<file path="config.mk">
export PLATFORM = sky130hd
export DESIGN_NAME = qau_sqrt
export DESIGN_NICKNAME = d
export VERILOG_FILES = /design/src/qau_pkg.sv /design/src/qau_sqrt.sv
export SDC_FILE = /design/constraint.sdc
export NUM_CORES = 1
export LEC_CHECK = 0
export ABC_AREA = 1
export BUFFER_PORTS_ARGS = -buffer_cell sky130_fd_sc_hd__buf_2
export CAP_MARGIN = 10
export CORE_ASPECT_RATIO = 1.2
export CORE_MARGIN = 3
export CORE_UTILIZATION = 50
export CTS_CLUSTER_DIAMETER = 50
export DETAILED_ROUTE_END_ITERATION = 8
export HOLD_SLACK_MARGIN = 0.06
export PLACE_DENSITY = 0.74
export SYNTH_ARGS = -nofsm -noshare
export SYNTH_HDL_FRONTEND = slang
export SYNTH_SLANG_ARGS = --single-unit
export TNS_END_PERCENT = 50
</file>
<file path="constraint.sdc">
create_clock -name i_clk -period 6 [get_ports i_clk]
set_clock_uncertainty 0.1 [all_clocks]
set_input_delay 1.2 -clock i_clk [delete_from_list [all_inputs] [get_ports i_clk]]
set_output_delay 1.2 -clock i_clk [all_outputs]
set_load 0.005 [all_outputs]
</file>
<file path="src/qau_pkg.sv">
// ----------------------------------------------------------------------------
// qau_pkg
// Shared widths, opcode and status codes, and item types of the quaternion
// arithmetic unit.
// ----------------------------------------------------------------------------
package qau_pkg;

    localparam int CW     = 16;                  // component width
    localparam int FB     = 14;                  // fraction bits
    localparam int PW     = 2 * CW - FB;         // floored product width
    localparam int RW     = PW + 2;              // direct result width
    localparam int SQW    = 2 * CW - 1;          // square width
    localparam int SUMW   = 2 * CW + 1;          // sum of squares width
    localparam int SQ_N   = (SUMW + 1) / 2;      // root bits
    localparam int SQ_PADW = 2 * SQ_N;
    localparam int SQ_RMW = SQ_N + 2;
    localparam int SQ_PER = 3;
    localparam int SQ_STG = (SQ_N + SQ_PER - 1) / SQ_PER;
    localparam int NW     = SQ_N;
    localparam int N2W    = SUMW - FB;
    localparam int DVW    = (N2W > NW) ? N2W : NW;
    localparam int DDW    = CW + FB;
    localparam int DV_PER = 4;
    localparam int DV_STG = (DDW + DV_PER - 1) / DV_PER;
    localparam int WW     = DDW + 2;
    localparam int NSTG   = 3 + SQ_STG + DV_STG + 1;

    localparam logic signed [WW-1:0] SMAX_W   = WW'(2 ** (CW - 1) - 1);
    localparam logic signed [WW-1:0] SMIN_W   = -SMAX_W - WW'(1);
    localparam logic signed [WW-1:0] SMAXP1_W = SMAX_W + WW'(1);
    localparam logic signed [WW-1:0] SMINM1_W = SMIN_W - WW'(1);

    typedef enum logic [2:0] {
        OP_ADD  = 3'd0,
        OP_SUB  = 3'd1,
        OP_MUL  = 3'd2,
        OP_SCL  = 3'd3,
        OP_CONJ = 3'd4,
        OP_NORM = 3'd5,
        OP_NRMZ = 3'd6,
        OP_INV  = 3'd7
    } t_op;

    typedef enum logic [1:0] {
        ST_OK   = 2'd0,
        ST_SAT  = 2'd1,
        ST_ZERO = 2'd2
    } t_status;

    typedef struct packed {
        t_op                 op;
        logic [3:0][CW-1:0]  a;
        logic [3:0][CW-1:0]  b;
        logic [CW-1:0]       s;
    } t_inq;

    typedef struct packed {
        t_op                 op;
        logic [3:0][CW-1:0]  a;
        logic [3:0][RW-1:0]  res;
        logic                sum_zero;
        logic                n2_zero;
        logic [N2W-1:0]      n2;
        logic [NW-1:0]       nrm;
    } t_side;

endpackage

</file>
<file path="src/qau_sqrt.sv">
// ----------------------------------------------------------------------------
// qau_sqrt
// Pipelined restoring integer square root, SQ_PER root bits per stage.
// ----------------------------------------------------------------------------
module qau_sqrt import qau_pkg::*; (
    input  logic            i_clk,
    input  logic            i_en,
    input  logic [SUMW-1:0] i_rad,
    output logic [NW-1:0]   o_root
);

    typedef struct packed {
        logic [SQ_PADW-1:0] rad;
        logic [SQ_RMW-1:0]  rem;
        logic [SQ_N-1:0]    root;
    } t_sq;

    t_sq r_st [SQ_STG];
    t_sq n_st [SQ_STG];

    function automatic t_sq sq_step(input t_sq s);
        logic [SQ_RMW-1:0] t;
        logic [SQ_RMW-1:0] trial;
        t_sq o;
        t     = {s.rem[SQ_RMW-3:0], s.rad[SQ_PADW-1 -: 2]};
        trial = {s.root, 2'b01};
        o.rad = {s.rad[SQ_PADW-3:0], 2'b00};
        if (t >= trial) begin
            o.rem  = t - trial;
            o.root = {s.root[SQ_N-2:0], 1'b1};
        end else begin
            o.rem  = t;
            o.root = {s.root[SQ_N-2:0], 1'b0};
        end
        return o;
    endfunction

    always_comb begin
        t_sq cur;
        for (int k = 0; k < SQ_STG; k++) begin
            if (k == 0) begin
                cur.rad  = SQ_PADW'(i_rad);
                cur.rem  = '0;
                cur.root = '0;
            end else begin
                cur = r_st[k-1];
            end
            for (int j = 0; j < SQ_PER; j++) begin
                if (k * SQ_PER + j < SQ_N) begin
                    cur = sq_step(cur);
                end
            end
            n_st[k] = cur;
        end
    end

    always_ff @(posedge i_clk) begin
        if (i_en) begin
            for (int k = 0; k < SQ_STG; k++) begin
                r_st[k] <= n_st[k];
            end
        end
    end

    assign o_root = r_st[SQ_STG-1].root;

endmodule

</file>
# [Word-level counts from Yosys, hierarchy flattened]
# Memory sizes are Yosys's and may differ from the RTL's.
# Cells that the tools add are included.
[word_totals] mem_count=1 mem_bits_rw=396 in_bits=35 reg_bits=0 output_inout_bits=17
[op_classes] muxes=19 n_lt_le_gt_ge=17 n_addsub=17
[memory_table] name="r_st" depth=6 word_bits=66 rd=6 rd_ports_with_merged_regs=0 wr=6 line="qau_sqrt.sv:18" source="t_sq r_st [SQ_STG];"
[op_table] cell="$mux W34" n=11
[op_table] cell="$ge A19 B19 Y1" n=16
[op_table] cell="$mux W36" n=6
[op_table] cell="$sub A17 B17 Y17" n=10
[op_table] cell="$sub A19 B19 Y19" n=6
[op_table] cell="$mux W1" n=2
[op_table] cell="$sub A1 B1 Y2 const B" n=1
[op_table] cell="$ge A1 B1 Y1 const B" n=1

# [Depth between registers and ports, before layout]
# An unclocked memory read counts as a cell.
[logic_depth] ltp_word=7 depth_mapped=44 depth_no_buf=40

# [Least setup slack after synthesis]
# Ideal clock, no wire load.
[synth_path] kind="register to register" startpoint="mem r_st[2][6] (netlist bit)" endpoint="mem r_st[3][29] (netlist bit) (data pin)" t_required_ps=5647 setup_slack_ps=232 setup_time_ps=253 t_arrival_ps=5415 path_buffers=5 stages_incl_launch_ff=36 path_cell_list="edfxtp_1 inv_1 ha_1 a21oi_2 nor2_1 nor2_1 nand2_1 nor2_2 nand2_1 buf_4 inv_1 clkbuf_1 o21ai_0 ha_1 nand2_1 nor2_1 or3b_2 o21ai_2 nand2_2 nand3_2 buf_4 clkbuf_1 nand2_1 o21ai_0 inv_1 ha_1 a21oi_1 o21ai_0 a21oi_1 nand2_1 nand2_1 nand2_1 nand3b_4 buf_4 nand3_1 nand2_1"
[synth_rtl] element="start: declaration" line="qau_sqrt.sv:18"

==> summary.md <==
| Metric | Value |
|---|---|
| Clock Path Buffers | 3 |
| Clock-pin slew on the worst setup and hold paths | roughly 0.06 ns |
| Met2 wire len | between 20000 and 30000 µm |
| Post-Route Setup TNS | 0 ns |
| Status | finished clean |
| Post-synthesis mux area share | 0% |
| Slew margin rel. | approximately a third |
| Routed Antenna Nets | 0 |
| Met3 WL | about 2500 µm |
| Die area | roughly 42000 µm² |
| Worst Setup Start Kind | flip-flop |
| WHS Endpoint | r_st[1][48]$_DFFE_PP_ |
| First-pass GRT wire length | between 80000 and 90000 µm |
| Initial DRC Count | roughly 1100 |
| Syn_area_per_cell | approximately 7.4 µm² |
| Core area | roughly 39000 µm² |
| Post-synth EDFFs | around 230 |
| Period utilization | between 90% and 100% |
| Hold path depth | 0 |
| Worst reg2reg startpoint | r_st[2][0]$_DFFE_PP_ |
| Reg-to-reg slack, setup | 0.30 ns |
| Rows | between 70 and 80 |
| Compound-gate portion of the synthesized area | 10.5% |
| Largest net degree at the start of global routing | roughly 130 |
| Syn. warnings | 0 |
| Largest registers | r_st x227 |
| Crit end category | flip-flop |
| Clock sink total | approximately 230 |
| GRT overflow | 0 |
| Root Driver | clkbuf_16 |
| Syn_nets | approximately 2900 |
| Max VDD drop | approximately 0.26 mV |
| Final core occ | around three fifths |
| Post-Synth XOR/XNOR Area | around 4.9% |
| DR pass1 iterations | 5 |
| Routed Wire Length | 56500 µm |
| Syn Inst Count | around 2700 |
| Min-Delay Path Class | reg -> reg |
| Area grow syn2layout | 17.3% |
| Most frequent CP cell | nand2_1 |
| Ys async rst share | 0% |
| Synth Flop Type | edfxtp_1 |
| FF/Latch Area | about 6800 µm² |
| Final Wtd Congestion | between 0.9 and 1 |
| Worst Tran Pin Value | 1.01 ns |
| Sw frac | 46.4% |
| TritonCTS clock tree | built |
| Initial Utilization | between 50% and 60% |
| Final Hold Vio Count | 0 |
| Die Height | 224 µm |
| Total power | 11.1 mW |
| Crit path from | r_st[2][0]$_DFFE_PP_ |
| Slew Viols, Final | 0 |
| Initial antenna violation count | 0 |
| Worst-path fanout max | 14 |
| Adder-Cell Fraction of Synth Area | 10.5% |
| Register area share after synthesis | around 35% |
| Worst path depth | 31 |
| Fillers | between 3000 and 4000 |
| Clk_lat worst skew | ~0.53 ns |
| Synth Register Bits | roughly 230 |
| CTS buffer count | 35 |
| # diodes | 0 |
| Area of the multi-input gates | roughly 12000 µm² |
| Crit path DAT | between 5 and 6 ns |
| Max Freq | 0.176 GHz |
| Worst hold slack | 0.312 ns |
| Simple-gate area share of the yosys netlist | a little under a third |
| Endpoints failing setup | 0 |
| Leak pwr | 10.7 nW |
| CP required | slightly above 6 ns |
| Layout Cells excl Fill | between 3000 and 4000 |
| Switching pwr | 5.15 mW |
| Clk pwr share | between 15 and 20% |
| Cells after DPL | between 3000 and 4000 |
| Combinational power share | about three fifths |
| Layout cell share with drive strength beyond 1 | ~17% |
| Worst Path Buf+Inv | 6 |
| Final #Nets | a little over 3000 |
| Crit-path max cell delay | between 0.4 and 0.5 ns |
| R2R Path End | r_st[3][28]$_DFFE_PP_ |
| Vias | 18605 |
| PortBufs | 51 |
| WL/cell | approximately 17 µm |
| Post-route DRC | 0 |
| Via/cell ratio | 5.48 |
| Netlist cell types | 54 |
| Fin crit period | between 5 and 6 ns |
| Power Internal | approximately 5.9 mW |
| Chip Width | approximately 190 µm |
| Cell area after synthesis | a little under 20000 µm² |
| DRT met1 WL | 22500 µm |
| Max reg flops | 227 |
| Max-cap viol count | 0 |
| Vias in the first global route | 18047 |
| Max Used Layer | met4 |
| Htree depth | 2 |
| CP max-delay cell | ha_1 |
| Pwr/cell area | roughly 480 nW/µm² |
| # IOs | 52 |
| Dpl hpwl | ~45000 µm |
| Largest Register | r_st |
| HP Start | r_st[0][42]$_DFFE_PP_ |
| Critical path type | reg -> reg |
| Sequential power share | about 22% |
| Worst Reg-to-Reg Cells | 31 |
| Main combinational cell family by area after synthesis | simple AND/OR/NAND/NOR gates |
| Crit path max-delay family | simple AND/OR/NAND/NOR gates |
| Total GRT Usage | around a quarter |
[worst register-to-register path: cells and delay by family, from the launching register on]
family / cells / cell delay, ns
buffers and inverters: 6 / 0.77
adder cells (fa/ha/maj): 3 / 1.19
AND/OR/NAND/NOR: 18 / 2.42
AO/OA/AOI/OAI: 4 / 0.60
flip-flops: 1 / 0.41
[how the worst max path moves through the flow]
stage	to	slack, ns
6_report	r_st[3][28]$_DFFE_PP_	0.30
3_5_place_dp	r_st[3][21]$_DFFE_PP_	-0.13
3_3_place_gp	r_st[3][26]$_DFFE_PP_	-0.13
5_1_grt	r_st[4][29]$_DFFE_PP_	-0.08
2_1_floorplan	r_st[3][29]$_DFFE_PP_	0.23
4_1_cts	r_st[4][23]$_DFFE_PP_	0.00004
[cell type report]
class,instances,share of cell area [%]
well taps,526,2.84
flip-flops and latches,227,29.4
clock inverters,23,1.06
inverters,358,5.92
clock buffers,37,3.90
repair buffers,181,5.61
repair inverters,4,0.130
multi-input cells,2042,51.1
[kinds of logic (layout without fill, tap and decap cells)]
group	Yosys count	after routing
simple gates	1387	1390
buf+inv	393	603
compound gates	377	377
flops	227	227
fa+ha+maj	165	165
xor+xnor	110	110
[layout by cell type, fill, tap and decap left out, types with 36 or more instances in the layout]
master / count
clkbuf_16: 36
ha_1: 137
buf_2: 51
nand2_1: 728
o21ai_1: 42
nor2_1: 218
nand4_1: 56
o21ai_0: 106
buf_4: 122
inv_1: 324
a21oi_1: 135
edfxtp_1: 227
xor2_1: 62
nand3_1: 200
xnor2_1: 48
[cell usage after synthesis (4+ instances only)]
| cell | instances | area share [%] |
|---|---|---|
| nand2_1 | 738 | 14 |
| o21a_1 | 7 | 0.27 |
| nor2_2 | 21 | 0.67 |
| nand3_1 | 202 | 5.1 |
| o21ai_0 | 140 | 3.5 |
| o21ai_2 | 11 | 0.49 |
| clkbuf_1 | 11 | 0.21 |
| nor3_1 | 35 | 0.89 |
| nand2_4 | 6 | 0.34 |
| o31ai_1 | 4 | 0.15 |
| nand3b_1 | 14 | 0.53 |
| edfxtp_1 | 227 | 35 |
| nor2_4 | 11 | 0.63 |
| xnor2_1 | 48 | 2.1 |
| nand3_2 | 24 | 1.2 |
| a211oi_1 | 4 | 0.15 |
| o21bai_1 | 5 | 0.19 |
| ha_1 | 165 | 10 |
| nand2_2 | 24 | 0.76 |
| a21oi_1 | 147 | 3.7 |
| a31oi_1 | 6 | 0.19 |
| nor4_1 | 6 | 0.19 |
| o21ai_1 | 23 | 0.58 |
| a21oi_2 | 6 | 0.27 |
| or2_2 | 9 | 0.29 |
| buf_4 | 9 | 0.34 |
| nor3b_1 | 4 | 0.15 |
| nand4_1 | 56 | 1.8 |
| a21o_1 | 7 | 0.27 |
| inv_2 | 11 | 0.21 |
| inv_1 | 342 | 6.5 |
| nor2_1 | 227 | 4.3 |
| a21boi_0 | 6 | 0.23 |
| buf_6 | 12 | 0.68 |
| xor2_1 | 62 | 2.7 |
[metrics by stage]
step                      worst slack [ns]  instance area [µm²]
after floorplan                      0.232                19800
after global placement              -0.134                21200
after detailed placement            -0.128                21200
after CTS                        0.0000444                22400
after global routing               -0.0799                23200
final                                0.305                23200
[repair_timing]
action                     4_1_cts  5_1_grt
pin swaps                        0       22
hold buffers                     0        0
buffers inserted                 1       25
resized for setup                9      146
setup endpoints to repair       16       72
cloned                           0        8
[power by group through the flow]
stage               Sequential [mW]  Clock (mW)  Combinational, mW
global placement               2.47           0               6.12
CTS                            2.44        2.05               6.23
global route                   2.48        2.12               7.42
finish                         2.46        2.01               6.63
floorplan                      2.37           0               4.43
detailed placement             2.47           0               6.19
[metal layers]
metal  up-vias  GRT usage (%)
met5         -              0
met4         0           16.8
met3       215           2.88
met2       553           46.0
met1      8548           30.0
li1       9289              -
No activity file was read; power rests on OpenSTA's default activity.
